--- config.mk ---
export PLATFORM = sky130hd
export DESIGN_NAME = mse_queue
export DESIGN_NICKNAME = d
export VERILOG_FILES = /design/src/hw/rtl/mse_queue.sv
export SDC_FILE = /design/constraint.sdc
export NUM_CORES = 1
export LEC_CHECK = 0
export BUFFER_PORTS_ARGS = -buffer_cell sky130_fd_sc_hd__clkbuf_2
export CELL_PAD_IN_SITES_DETAIL_PLACEMENT = 1
export CELL_PAD_IN_SITES_GLOBAL_PLACEMENT = 1
export CORE_UTILIZATION = 42
export DETAILED_ROUTE_END_ITERATION = 16
export GPL_TIMING_DRIVEN = 0
export PLACE_DENSITY_LB_ADDON = 0.1
export SETUP_SLACK_MARGIN = 0.3
export SYNTH_ARGS = -nofsm -noshare
export SYNTH_HDL_FRONTEND = slang
export SYNTH_SLANG_ARGS = --single-unit
--- constraint.sdc ---
create_clock -name clk_i -period 2.65 [get_ports clk_i]
set_clock_uncertainty 0.1 [all_clocks]
set_input_delay 0.53 -clock clk_i [delete_from_list [all_inputs] [get_ports clk_i]]
set_output_delay 0.53 -clock clk_i [all_outputs]
set_load 0.02 [all_outputs]
--- src/hw/rtl/mse_queue.sv ---
// Small synchronous word queue with full, empty and fill count.
module mse_queue #(
  parameter int unsigned WIDTH = 8,
  parameter int unsigned DEPTH = 2
) (
  input  logic                         clk_i,
  input  logic                         rst_ni,
  input  logic                         push_i,
  input  logic [WIDTH-1:0]             data_i,
  output logic                         full_o,
  input  logic                         pop_i,
  output logic [WIDTH-1:0]             data_o,
  output logic                         empty_o,
  output logic [$clog2(DEPTH+1)-1:0]   count_o
);

  localparam int unsigned PW = $clog2(DEPTH);
  localparam int unsigned CW = $clog2(DEPTH + 1);

  logic [WIDTH-1:0] mem_q [DEPTH];
  logic [PW-1:0]    wr_ptr_q, wr_ptr_d, rd_ptr_q, rd_ptr_d;
  logic [CW-1:0]    cnt_q, cnt_d;
  logic             push_ok, pop_ok;

  assign full_o  = (cnt_q == CW'(DEPTH));
  assign empty_o = (cnt_q == '0);
  assign count_o = cnt_q;
  assign data_o  = mem_q[rd_ptr_q];
  assign push_ok = push_i && !full_o;
  assign pop_ok  = pop_i && !empty_o;

  always_comb begin
    wr_ptr_d = wr_ptr_q;
    rd_ptr_d = rd_ptr_q;
    cnt_d    = cnt_q;
    if (push_ok) begin
      wr_ptr_d = (wr_ptr_q == PW'(DEPTH - 1)) ? '0 : wr_ptr_q + PW'(1);
    end
    if (pop_ok) begin
      rd_ptr_d = (rd_ptr_q == PW'(DEPTH - 1)) ? '0 : rd_ptr_q + PW'(1);
    end
    if (push_ok && !pop_ok) begin
      cnt_d = cnt_q + CW'(1);
    end else if (!push_ok && pop_ok) begin
      cnt_d = cnt_q - CW'(1);
    end
  end

  always_ff @(posedge clk_i or negedge rst_ni) begin
    if (!rst_ni) begin
      wr_ptr_q <= '0;
      rd_ptr_q <= '0;
      cnt_q    <= '0;
    end else begin
      wr_ptr_q <= wr_ptr_d;
      rd_ptr_q <= rd_ptr_d;
      cnt_q    <= cnt_d;
    end
  end

  always_ff @(posedge clk_i) begin
    if (push_ok) begin
      mem_q[wr_ptr_q] <= data_i;
    end
  end

endmodule

=== Word level (Yosys, flattened, before mapping) ===
Memories as Yosys holds them, arrays and structs flattened.
Index checks and enable logic that the tools add are counted.

* Muxes and demuxes: 6
* Add/sub/neg operators: 4
* Equality and inequality tests: 1
* Reduce and logical (&&, ||, !) cells: 10

{| class="wikitable"
|+ Operators with widths
! cell !! number
|-
| $logic_and A1 B1 Y1 || 4
|-
| $logic_not A1 Y1 || 4
|-
| $mux W1 || 4
|-
| $mux W2 || 2
|-
| $add A1 B1 Y1 const B || 2
|-
| $add A2 B1 Y2 const B || 1
|-
| $eq A2 B2 Y1 const B || 1
|-
| $logic_not A2 Y1 || 1
|-
| $reduce_bool A2 Y1 || 1
|-
| $sub A2 B1 Y2 const B || 1
|}

* Memories: 1
* RAM bits: 16
* Input port bits: 12
* Register bits: 4
* Word-level logic and storage cells: 25
* Output and inout bits: 12

{| class="wikitable"
|+ Memories
! name !! words !! bits a word !! rd ports !! clocked after memory_dff !! wr ports !! line !! source
|-
| mem_q || 2 || 8 || 1 || 0 || 1 || 20 || <nowiki>logic [WIDTH-1:0] mem_q [DEPTH];</nowiki>
|}

=== Longest topological paths before layout ===
* Depth in word-level cells: 7
* Depth in mapped cells: 7
* Gate-level depth less buffers: 7

=== Worst setup path before layout ===
Ideal clock, no wire load.

* Kind: flip-flop to flip-flop
* From: register cnt_q[0] (netlist: count_o[0])
* To: memory mem_q[0][0], enable pin
* Path slack: 1007 ps
* Stages on the path, launching flop included: 4
* Clock period less this slack: 1643 ps
* Path buffers: 0
* Required time: 2180 ps
* Library setup time: 370 ps
* Arrival: 1173 ps
* Cell sequence: dfrtp_1 nand2b_1 nand2_2 nor2_1

* Cells in the longest elaborated chain, start to end: 5

{| class="wikitable"
|+ RTL lines
! item !! line !! source
|-
| start: declaration || 22 || <nowiki>logic [CW-1:0] cnt_q, cnt_d;</nowiki>
|-
| start signal: assignment || 57 || <nowiki>cnt_q <= cnt_d;</nowiki>
|-
| $eq A2 B2 Y1 || 25 || <nowiki>assign full_o = (cnt_q == CW'(DEPTH));</nowiki>
|-
| $logic_not A1 Y1 || 29 || <nowiki>assign push_ok = push_i && !full_o;</nowiki>
|-
| $logic_and A1 B1 Y1 || 29 ||
|-
| $mux W1 || 62 || <nowiki>if (push_ok) begin</nowiki>
|-
| $mux W1 (implied by the code) || 63 || <nowiki>mem_q[wr_ptr_q] <= data_i;</nowiki>
|-
| end: declaration || 20 ||
|}

No other way between the ends.

=== Worst setup path after layout ===
* From: register rd_ptr_q
* To: output data_o[7]

* Cells in the longest elaborated chain, start to end: 1

{| class="wikitable"
|+ RTL lines
! item !! line !! source
|-
| start: declaration || 21 || <nowiki>logic [PW-1:0] wr_ptr_q, wr_ptr_d, rd_ptr_q, rd_ptr_d;</nowiki>
|-
| start signal: assignment || 56 || <nowiki>rd_ptr_q <= rd_ptr_d;</nowiki>
|-
| $mem_v2 Z2 W8 || - ||
|-
| end: declaration || 12 || <nowiki>output logic [WIDTH-1:0] data_o,</nowiki>
|}

No other way between the ends.

==> impl_metrics.json <==
{
  "outcome": "complete, no violations",
  "worstSetupPathType": "flop to output pin",
  "ant_nets": 0,
  "routed-wl-met2_um": 683,
  "fmax_ghz": 0.499,
  "place_worst_setup_slack_ps": 836,
  "r2r_end": "mem_q[0][0]",
  "h-tree-depth": 1,
  "fin_area_um2": 965,
  "max-slew-margin-rel": 0.516,
  "grt_max_degree": 12,
  "crit_arrival_ps": 1370,
  "insertion_delay_ps": 290,
  "grtUsageTotal": 0.154,
  "routed-wl-met3_um": 78,
  "required_ps": 2020,
  "hpwl_um": 957,
  "multi_input_area_um2": 189,
  "placed_area_um2": 928,
  "gp_congestion": 0.580,
  "finalWirelength_um": 1290,
  "critPathMaxFanout": 9,
  "min_from": "data_i[2]",
  "hold_class": "primary input to flop",
  "powerDensity_mw_per_mm2": 1120,
  "yosysTopAreaCell": "edfxtp_1",
  "setup-tns-final_ps": 0,
  "cts-root-buf": "clkbuf_4",
  "fp.dieH_um": 45.2,
  "grt_pass1_vias": 452,
  "ctsLongestPathBuffers": 2,
  "period_share": 0.756,
  "final-setup-viol-count": 0,
  "syn_avg_cell_area_um2": 17.8,
  "rsz0062_at_grt": "no",
  "wl_met1_um": 514,
  "clock_sinks": 20,
  "ys_types": 15,
  "vias": 443,
  "synth_seq_cells": 20,
  "place.port_buffers": 23,
  "seq_area_um2": 581,
  "final-max-slew-violation-count": 0,
  "grt_pass1_wl_um": 2090,
  "hold_path_end": "mem_q[0][2]",
  "n_fill_cell": 193,
  "hold_depth": 1,
  "synth-warning-count": 0,
  "worst_pin_slew_ps": 723,
  "synth_area_leaders": "edfxtp_1, dfrtp_1, mux2_1, mux2_2, xnor2_1",
  "n_antenna_cell": 0,
  "r2r_start": "count_o[0]",
  "r2r_slack_ps": 870,
  "core_mm2": 0.00173,
  "postCtsSetupRepairBufs": 0,
  "critPathLaunchType": "flop",
  "synth_top_area_frac": 0.614,
  "synth_cells": 44,
  "fin_nets": 86,
  "cts.clk_slew.worst_paths_ps": 110,
  "cp_slowest_cell": "mux2_2",
  "cts_hold_repair.buffers": 1,
  "synth-seq-area-share": 0.742,
  "die_w_um": 45.2,
  "core.rowCount": 15,
  "cp-end-kind": "output pin",
  "whs_ps": 317,
  "antenna_found_initial": 0,
  "die_area_mm2": 0.00204,
  "ctsResizeCount": 0,
  "worstPathCellList": "buf_2 > mux2_2 > clkbuf_2",
  "route.detailed.drc": 0,
  "initial_utilization": 0.453,
  "via_per_inst": 4.57,
  "drt_pass1_iterations": 2,
  "leakagePower_nw": 0.409,
  "period_minus_slack_ps": 2000,
  "layout_setup_ws_ps": 648,
  "first_iter_violations": 3,
  "syn_area_um2": 782,
  "finish.utilization": 0.559,
  "cp_slowest_stage_delay_ps": 360,
  "rr_worst_depth": 3,
  "hold_viol": 0,
  "cts_inserted_buffers": 3,
  "cts_tree": "done",
  "wl_per_cell_um": 13.3,
  "peakVddDrop_v": 0.000530,
  "drive_above_1_share": 0.431,
  "max_cap_violations": 0,
  "top_layer_used": "met4",
  "io_pins": 24,
  "area_growth_syn_to_layout_pct": 23.4,
  "globalRouteOverflowTotal": 0,
  "syn_nets": 57
}
worst max-delay path, delay by kind of cell (launching register included):
kind                   cells  cell delay (ps)
buffers and inverters      2              390
muxes                      1              360
DFF                        1              330
cells in the final DEF, fill, tap and decap left out, drive strengths merged:
master       instances
clkbuf              27
edfxtp              16
mux2                 8
dfrtp                4
nor2                 3
xnor2                3
inv                  2
xor2                 2
buf                  1
nand2b               1
nand2                1
o21ai                1
and3                 1
ha                   1
dlygate4sd3          1
metal layers:
| layer | vias to the layer above | GRT usage |
|---|---|---|
| li1 | 212 | - |
| met4 | 0 | 0.0909 |
| met5 | - | 0 |
| met2 | 14 | 0.243 |
| met1 | 215 | 0.188 |
| met3 | 2 | 0.0440 |
metrics by stage:
stage / std cells / total power, W
3_3_place_gp: 92 / 0.000934
2_1_floorplan: 44 / 0.000805
4_1_cts: 97 / 0.00110
3_5_place_dp: 92 / 0.000946
5_1_grt: 97 / 0.00114
6_report: 97 / 0.00108
cell type report:
type | count | share of cell area
inverters | 2 | 0.00778
plain buffers | 1 | 0.00519
well taps | 25 | 0.0324
flip-flops and latches | 20 | 0.602
repair buffers | 24 | 0.130
multi-input cells | 21 | 0.196
clock buffers | 4 | 0.0272
registers in the layout, indices dropped and copies added, names as in the netlist:
name      flops
count_o       2
wr_ptr_q      1
mem_q        16
rd_ptr_q      1
synth_stat cells:
cell,count
o21ai_1,1
ha_1,1
and3_1,1
inv_1,2
edfxtp_1,16
nand2b_1,1
xor2_1,2
dfrtp_1,4
xnor2_2,1
buf_2,1
nor2_1,3
nand2_2,1
xnor2_1,2
mux2_1,6
mux2_2,2
worst max-delay path by stage:
stage                    start          end
floorplan           count_o[0]  mem_q[0][0]
global placement    count_o[0]  mem_q[0][4]
detailed placement  count_o[0]  mem_q[0][0]
CTS                   rd_ptr_q    data_o[7]
global route          rd_ptr_q    data_o[2]
finish                rd_ptr_q    data_o[7]
power by group:
part | total, W | leakage, nW | internal [W] | switching (W)
Clock | 0.000148 | 0.0150 | 0.0000585 | 0.0000896
Sequential | 0.000487 | 0.195 | 0.000439 | 0.0000473
Combinational | 0.000441 | 0.199 | 0.000177 | 0.000264
cells by family after synthesis:
logic type      after synthesis  synth area share
compound gates                1           0.00639
xor+xnor                      5            0.0656
fa+ha+maj                     1            0.0160
buf+inv                       3            0.0160
flops                        20             0.742
mux                           8             0.115
simple gates                  6            0.0384
No activity file was read; power rests on OpenSTA's default activity.
