$ cat src/hw/rtl/mse_pkg.sv
// Shared types and constants for the MIPS subset execute core.
package mse_pkg;

  localparam int unsigned REG_COUNT = 32;
  localparam int unsigned REG_IDX_W = 5;
  localparam int unsigned MID_DEPTH = 2;
  localparam int unsigned OUT_DEPTH = 8;
  localparam int unsigned OUT_CNT_W = $clog2(OUT_DEPTH + 1);

  localparam logic [5:0] OP_RTYPE = 6'b000000;
  localparam logic [5:0] OP_LW    = 6'b100011;
  localparam logic [5:0] OP_SW    = 6'b101011;
  localparam logic [5:0] OP_BEQ   = 6'b000100;
  localparam logic [5:0] OP_ADDI  = 6'b001000;
  localparam logic [5:0] OP_J     = 6'b000010;

  localparam logic [5:0] FN_ADD = 6'b100000;
  localparam logic [5:0] FN_SUB = 6'b100010;
  localparam logic [5:0] FN_AND = 6'b100100;
  localparam logic [5:0] FN_OR  = 6'b100101;
  localparam logic [5:0] FN_SLT = 6'b101010;

  localparam logic [31:0] SEXT_HI = 32'hffff0000;

  typedef enum logic [3:0] {
    CLS_NOP,
    CLS_ADD,
    CLS_SUB,
    CLS_AND,
    CLS_OR,
    CLS_SLT,
    CLS_LW,
    CLS_SW,
    CLS_BEQ,
    CLS_ADDI,
    CLS_J,
    CLS_ILL
  } cls_e;

  typedef struct packed {
    cls_e                 cls;
    logic [REG_IDX_W-1:0] rs;
    logic [REG_IDX_W-1:0] rt;
    logic [REG_IDX_W-1:0] dst;
    logic                 we;
    logic [31:0]          imm;
    logic [25:0]          tgt;
  } dec_t;

  typedef struct packed {
    logic [31:0]          this_pc;
    logic [31:0]          next_pc;
    logic                 reg_write_valid;
    logic [REG_IDX_W-1:0] reg_write_index;
    logic [31:0]          reg_write_value;
    logic                 mem_write_valid;
    logic [31:0]          mem_write_address;
    logic [31:0]          mem_write_data;
    logic                 branch_taken;
    logic                 illegal_instruction;
  } res_t;

endpackage

$ cat src/hw/rtl/mse_front.sv
// Front end: accepts instruction words and decodes them into classified entries.
module mse_front import mse_pkg::*; (
  input  logic        push_i,
  input  logic [31:0] instruction_word_i,
  output logic        full_o,
  input  logic        q_full_i,
  input  logic        clearing_i,
  output logic        q_push_o,
  output dec_t        q_item_o
);

  logic [5:0] op, fn;

  assign full_o   = q_full_i || clearing_i;
  assign q_push_o = push_i && !full_o;
  assign op       = instruction_word_i[31:26];
  assign fn       = instruction_word_i[5:0];

  always_comb begin
    q_item_o.rs  = instruction_word_i[25:21];
    q_item_o.rt  = instruction_word_i[20:16];
    q_item_o.dst = '0;
    q_item_o.tgt = instruction_word_i[25:0];
    q_item_o.imm = {16'h0000, instruction_word_i[15:0]};
    if (instruction_word_i[15]) begin
      q_item_o.imm = q_item_o.imm | SEXT_HI;
    end
    q_item_o.cls = CLS_ILL;
    case (op)
      OP_RTYPE: begin
        q_item_o.dst = instruction_word_i[15:11];
        case (fn)
          FN_ADD:  q_item_o.cls = CLS_ADD;
          FN_SUB:  q_item_o.cls = CLS_SUB;
          FN_AND:  q_item_o.cls = CLS_AND;
          FN_OR:   q_item_o.cls = CLS_OR;
          FN_SLT:  q_item_o.cls = CLS_SLT;
          default: q_item_o.cls = (instruction_word_i == '0) ? CLS_NOP : CLS_ILL;
        endcase
      end
      OP_LW: begin
        q_item_o.cls = CLS_LW;
        q_item_o.dst = instruction_word_i[20:16];
      end
      OP_ADDI: begin
        q_item_o.cls = CLS_ADDI;
        q_item_o.dst = instruction_word_i[20:16];
      end
      OP_SW:   q_item_o.cls = CLS_SW;
      OP_BEQ:  q_item_o.cls = CLS_BEQ;
      OP_J:    q_item_o.cls = CLS_J;
      default: q_item_o.cls = CLS_ILL;
    endcase
    case (q_item_o.cls)
      CLS_ADD, CLS_SUB, CLS_AND, CLS_OR, CLS_SLT, CLS_LW, CLS_ADDI:
        q_item_o.we = (q_item_o.dst != '0);
      default: q_item_o.we = 1'b0;
    endcase
    if (!q_item_o.we) begin
      q_item_o.dst = '0;
    end
  end

endmodule

$ cat config.mk
export PLATFORM = sky130hd
export DESIGN_NAME = mse_front
export DESIGN_NICKNAME = d
export VERILOG_FILES = /design/src/hw/rtl/mse_pkg.sv /design/src/hw/rtl/mse_front.sv
export SDC_FILE = /design/constraint.sdc
export NUM_CORES = 1
export LEC_CHECK = 0
export ABC_CLOCK_PERIOD_IN_PS = 2310
export BUFFER_PORTS_ARGS = -buffer_cell sky130_fd_sc_hd__buf_2
export CAP_MARGIN = 10
export CORE_UTILIZATION = 25
export DETAILED_ROUTE_END_ITERATION = 10
export PLACE_DENSITY = 0.62
export SYNTH_ARGS = -nofsm -noshare
export SYNTH_HDL_FRONTEND = slang
export SYNTH_SLANG_ARGS = --single-unit
$ cat constraint.sdc
create_clock -name vclk -period 2.31
set_clock_uncertainty 0.05 [all_clocks]
set_input_delay 0.231 -clock vclk [all_inputs]
set_output_delay 0.231 -clock vclk [all_outputs]
set_load 0.05 [all_outputs]
Word-level counts from Yosys, hierarchy flattened
Cells that the tools add are included.
Word-level totals
  flip-flop bits (word level): 0
  input port bits: 35
  output and inout port bits: 80
  word-level logic and storage cells: 32
Operators by class
  equal/unequal tests: 17
  mux-type cells: 7
  reduce and logical (&&, ||, !) cells: 8
Operators by type and width (count)
  == test 6 bit (second input constant): 7
  logical NOT 32 bit: 1
  2-to-1 mux 32 bit: 1
  case mux 4 bit (6 select lines): 1
  case mux 4 bit (5 select lines): 1
  == test 4 x 3 -> 1 bit (second input constant): 3
  case mux 5 bit (2 select lines): 1
  == test 4 x 2 -> 1 bit (second input constant): 2
  OR reduction 7 bit: 1
  == test 6 x 2 -> 1 bit (second input constant): 1
  == test 6 x 3 -> 1 bit (second input constant): 1
  == test 6 x 4 -> 1 bit (second input constant): 1
  logical NOT 6 bit: 1
  2-to-1 mux 5 bit: 1
  nonzero test 5 bit: 1
  == test 4 x 1 -> 1 bit (second input constant): 1
  == test 4 bit (second input constant): 1
  2-to-1 mux 4 bit: 1
  OR reduction 2 bit: 1
  logical AND 1 bit: 1
  logical NOT 1 bit: 1
  logical OR 1 bit: 1
  2-to-1 mux 1 bit: 1

Depth between registers and ports, before layout
  word-level depth: 8
  gate-level depth with buffers: 6
  mapped depth without buffers: 5

Worst setup path before layout
No wires, ideal clock.
  path kind: input-to-output
  from: in instruction_word_i[27]
  to: out q_item_o[74] in the netlist's numbering
  arrival: 2.243 ns
  data required time: 2.029 ns
  slack: -0.214 ns
  cell stages on the path: 3
  path buffers: 0
  cells stage by stage: or4_4 -> nand2b_4 -> o311ai_1
RTL lines
  start, declared: RTL line mse_front.sv:4  | input logic [31:0] instruction_word_i,
  end, declared: RTL line mse_front.sv:9  | output dec_t q_item_o

==> results.cfg <==
[pwr]
p_total_mw = 0.406
power-per-cell-area_nw_per_um2 = 339
worst_ir_drop_vdd_mv = 0.129
p_leak_nw = 0.598

[timing]
fin_crit_sh_pct = 91.3
maxSlewHeadroom_pct = 71.9
hold_ws_ns = 0.721
final-hold-violation-count = 0
tightest_slew_ns = 0.420
setup_slack_ns = 0.200
setup_viol = 0
maxSlewViolCount = 0
grt_setup_unrepaired = false
timing.final.crit_period_ns = 2.11
maxClockFrequency_mhz = 474

[finish]
finalNetCount = 228
antenna_cells = 0
final_layout_size_suffix_gt1_share_pct = 70.7
clock_buffers = 0
fillerInstances = 450
nFlopsAndLatches = 0
area_delta_synth_final_pct = 15.3
layout.area.seq_um2 = 0
design_area_um2 = 1200
instances_no_fill = 241

[worst_setup_path]
critPathCapture = q_item_o[58]
path_class = input port to output pin
path_delay_family = simple AND/OR/NAND/NOR gates
slowest_delay_ns = 0.58
critical_path.cell_chain = buf_2 -> or4_4 -> nand2b_4 -> o31ai_4 -> a22oi_2 -> buf_2
worstSetupStartpoint = instruction_word_i[27]
critical_path_depth = 6
crit_fanout = 6
crit_path_launch_type = input port
cp_data_arrival_time_ns = 1.83
worst_ep_required_time_ns = 2.03
cp_num_buf_inv = 2
end_kind = output pin
critical_path.most_common_cell = sky130_fd_sc_hd__buf_2
critPathSlowestCell = sky130_fd_sc_hd__or4_4

[route]
routed_wirelength_normalized_by_instance_count_um = 11.5
detailroute.via_count = 1097
routed_via_density = 4.55
drt-pass1-iter-count = 4
drt_iter0_drc = 39
wl_um = 2760
remaining_design_rule_violation_count = 0
ant_nets = 0

[synth]
library_cells_used_by_synthesis = 39
synth_top_family_by_area = buffers and inverters
syn_avg_cell_area_um2 = 7.20
synth.mux.area_fraction_pct = 0
yosys_warnings = 0
synth_adder_area_share_pct = 0
syn_nets = 179
synth_simple_gate_area_share_pct = 23.6
syn_area_um2 = 1040
yosysSeqAreaShare_pct = 0
post_synth_xor_area_fraction_pct = 0.844
synth_compound_area_share_pct = 23.6
postSynthCellCount = 144

[run]
maxCapViolations = 0

[global_route]
grt_overflow = 0
antenna_found_initial = 0
grt_pass1_vias = 852
grt_start_max_net_pins = 20
wire_length_of_the_first_global_routing_pass_um = 3870
grtUsageTotal_pct = 11.2

[place]
gp_routability_congestion = 0.835
cell_area_reported_after_detailed_placement_um2 = 1190
post-dp-hpwl_um = 2310
placed_cells_incl_taps = 241
port_buffers = 115
detailedPlace.worstSlack_ns = 0.134

[die]
placementRows = 23
floorplan.die.width_um = 66.4
die_area_um2 = 4410
placeableCoreArea_um2 = 4000
die_height_um = 66.4
initial_core_util_pct = 25.9
io-pin-count = 115

[outcome]
run_status = finished, final reports clean

[clocking]
cts.repair_timing.setup_buffer_count = 0

[worst_hold_path]
worstHoldPathType = input port to output pin
min_path_cells = 2
==> report_power, final <==
group	switching [mW]	internal [mW]	leakage, nW
Clock	0	0	0
Combinational	0.319	0.0868	0.598
Sequential	0	0	0
Total	0.319	0.0868	0.598
==> placed cells by master (no fill, tap or decap), types with 2 or more instances in the layout <==
master	n
sky130_fd_sc_hd__a21boi_1	4
sky130_fd_sc_hd__buf_4	3
sky130_fd_sc_hd__or2_2	2
sky130_fd_sc_hd__a22oi_1	4
sky130_fd_sc_hd__buf_2	115
sky130_fd_sc_hd__nor4_1	6
sky130_fd_sc_hd__nand3b_1	2
sky130_fd_sc_hd__o311ai_2	2
sky130_fd_sc_hd__o31ai_4	2
sky130_fd_sc_hd__nand4_1	4
sky130_fd_sc_hd__nand2_1	3
sky130_fd_sc_hd__inv_1	3
sky130_fd_sc_hd__nand3_1	3
sky130_fd_sc_hd__nor2_1	6
sky130_fd_sc_hd__o21ai_0	4
sky130_fd_sc_hd__a21oi_1	4
==> cell usage after synthesis, drive strengths merged <==
cell / instances / share of area [%]
nand2: 3 / 1.1
nand4bb: 1 / 1.1
inv: 3 / 1.1
a211oi: 2 / 1.9
nand3b: 2 / 1.4
a21o: 1 / 0.84
nor2b: 1 / 0.60
nor4b: 1 / 0.84
o21ai: 4 / 1.9
nor2: 7 / 2.8
or2: 2 / 1.2
buf: 70 / 50
a21boi: 4 / 2.9
a21oi: 5 / 2.4
a211o: 1 / 0.97
o22ai: 1 / 0.60
a22oi: 5 / 4.1
nor4: 7 / 4.2
a31oi: 1 / 0.60
nor3b: 1 / 0.72
clkbuf: 1 / 0.36
o311ai: 2 / 1.7
nand3: 3 / 1.4
nand2b: 2 / 1.9
nand4: 4 / 2.4
xnor2: 1 / 0.84
or4: 1 / 1.1
a41oi: 1 / 0.84
o31ai: 3 / 4.8
or3: 1 / 0.60
and3: 1 / 0.72
nor3: 2 / 1.4
==> cell type report <==
type | instances | area, µm² | share of cell area (%)
inverters | 3 | 11.3 | 0.941
multi-input cells | 70 | 524 | 43.8
well taps | 50 | 62.6 | 5.23
repair buffers | 118 | 598 | 50.0
==> kinds of logic after synthesis <==
| kind of cell | count (synthesis) |
|---|---|
| buffers and inverters | 74 |
| AND/OR/NAND/NOR | 39 |
| AO/OA/AOI/OAI | 30 |
| XOR/XNOR | 1 |
==> layer usage <==
| metal | share of wire, % | GRT usage [%] | up-vias |
|---|---|---|---|
| li1 | - | - | 543 |
| met1 | 47 | 15.9 | 488 |
| met2 | 44 | 18.6 | 66 |
| met3 | 8.8 | 1.38 | 0 |
| met4 | 0 | 0.266 | 0 |
| met5 | 0 | 0 | - |
==> stage by stage <==
stage	util, %	setup TNS [ns]
after floorplan	-	-0.134
after global placement	29.7	0
after detailed placement	29.7	0
after CTS	29.7	0
after global routing	29.9	0
final	29.9	0
==> worst min path at each step <==
stage / slack [ns] / to / startpoint
after floorplan: 0.58 / q_item_o[0] / instruction_word_i[0]
after global placement: 0.72 / q_item_o[32] / instruction_word_i[6]
after detailed placement: 0.72 / q_item_o[70] / instruction_word_i[22]
after CTS: 0.72 / q_item_o[70] / instruction_word_i[22]
after global routing: 0.72 / q_item_o[70] / instruction_word_i[22]
final: 0.72 / q_item_o[21] / instruction_word_i[21]
==> what timing repair did <==
action	in CTS	in global routing
resized for setup	0	1
endpoints found under the setup margin	0	1
hold buffers	0	0
Note: power is estimated with default switching activity, not from simulation.
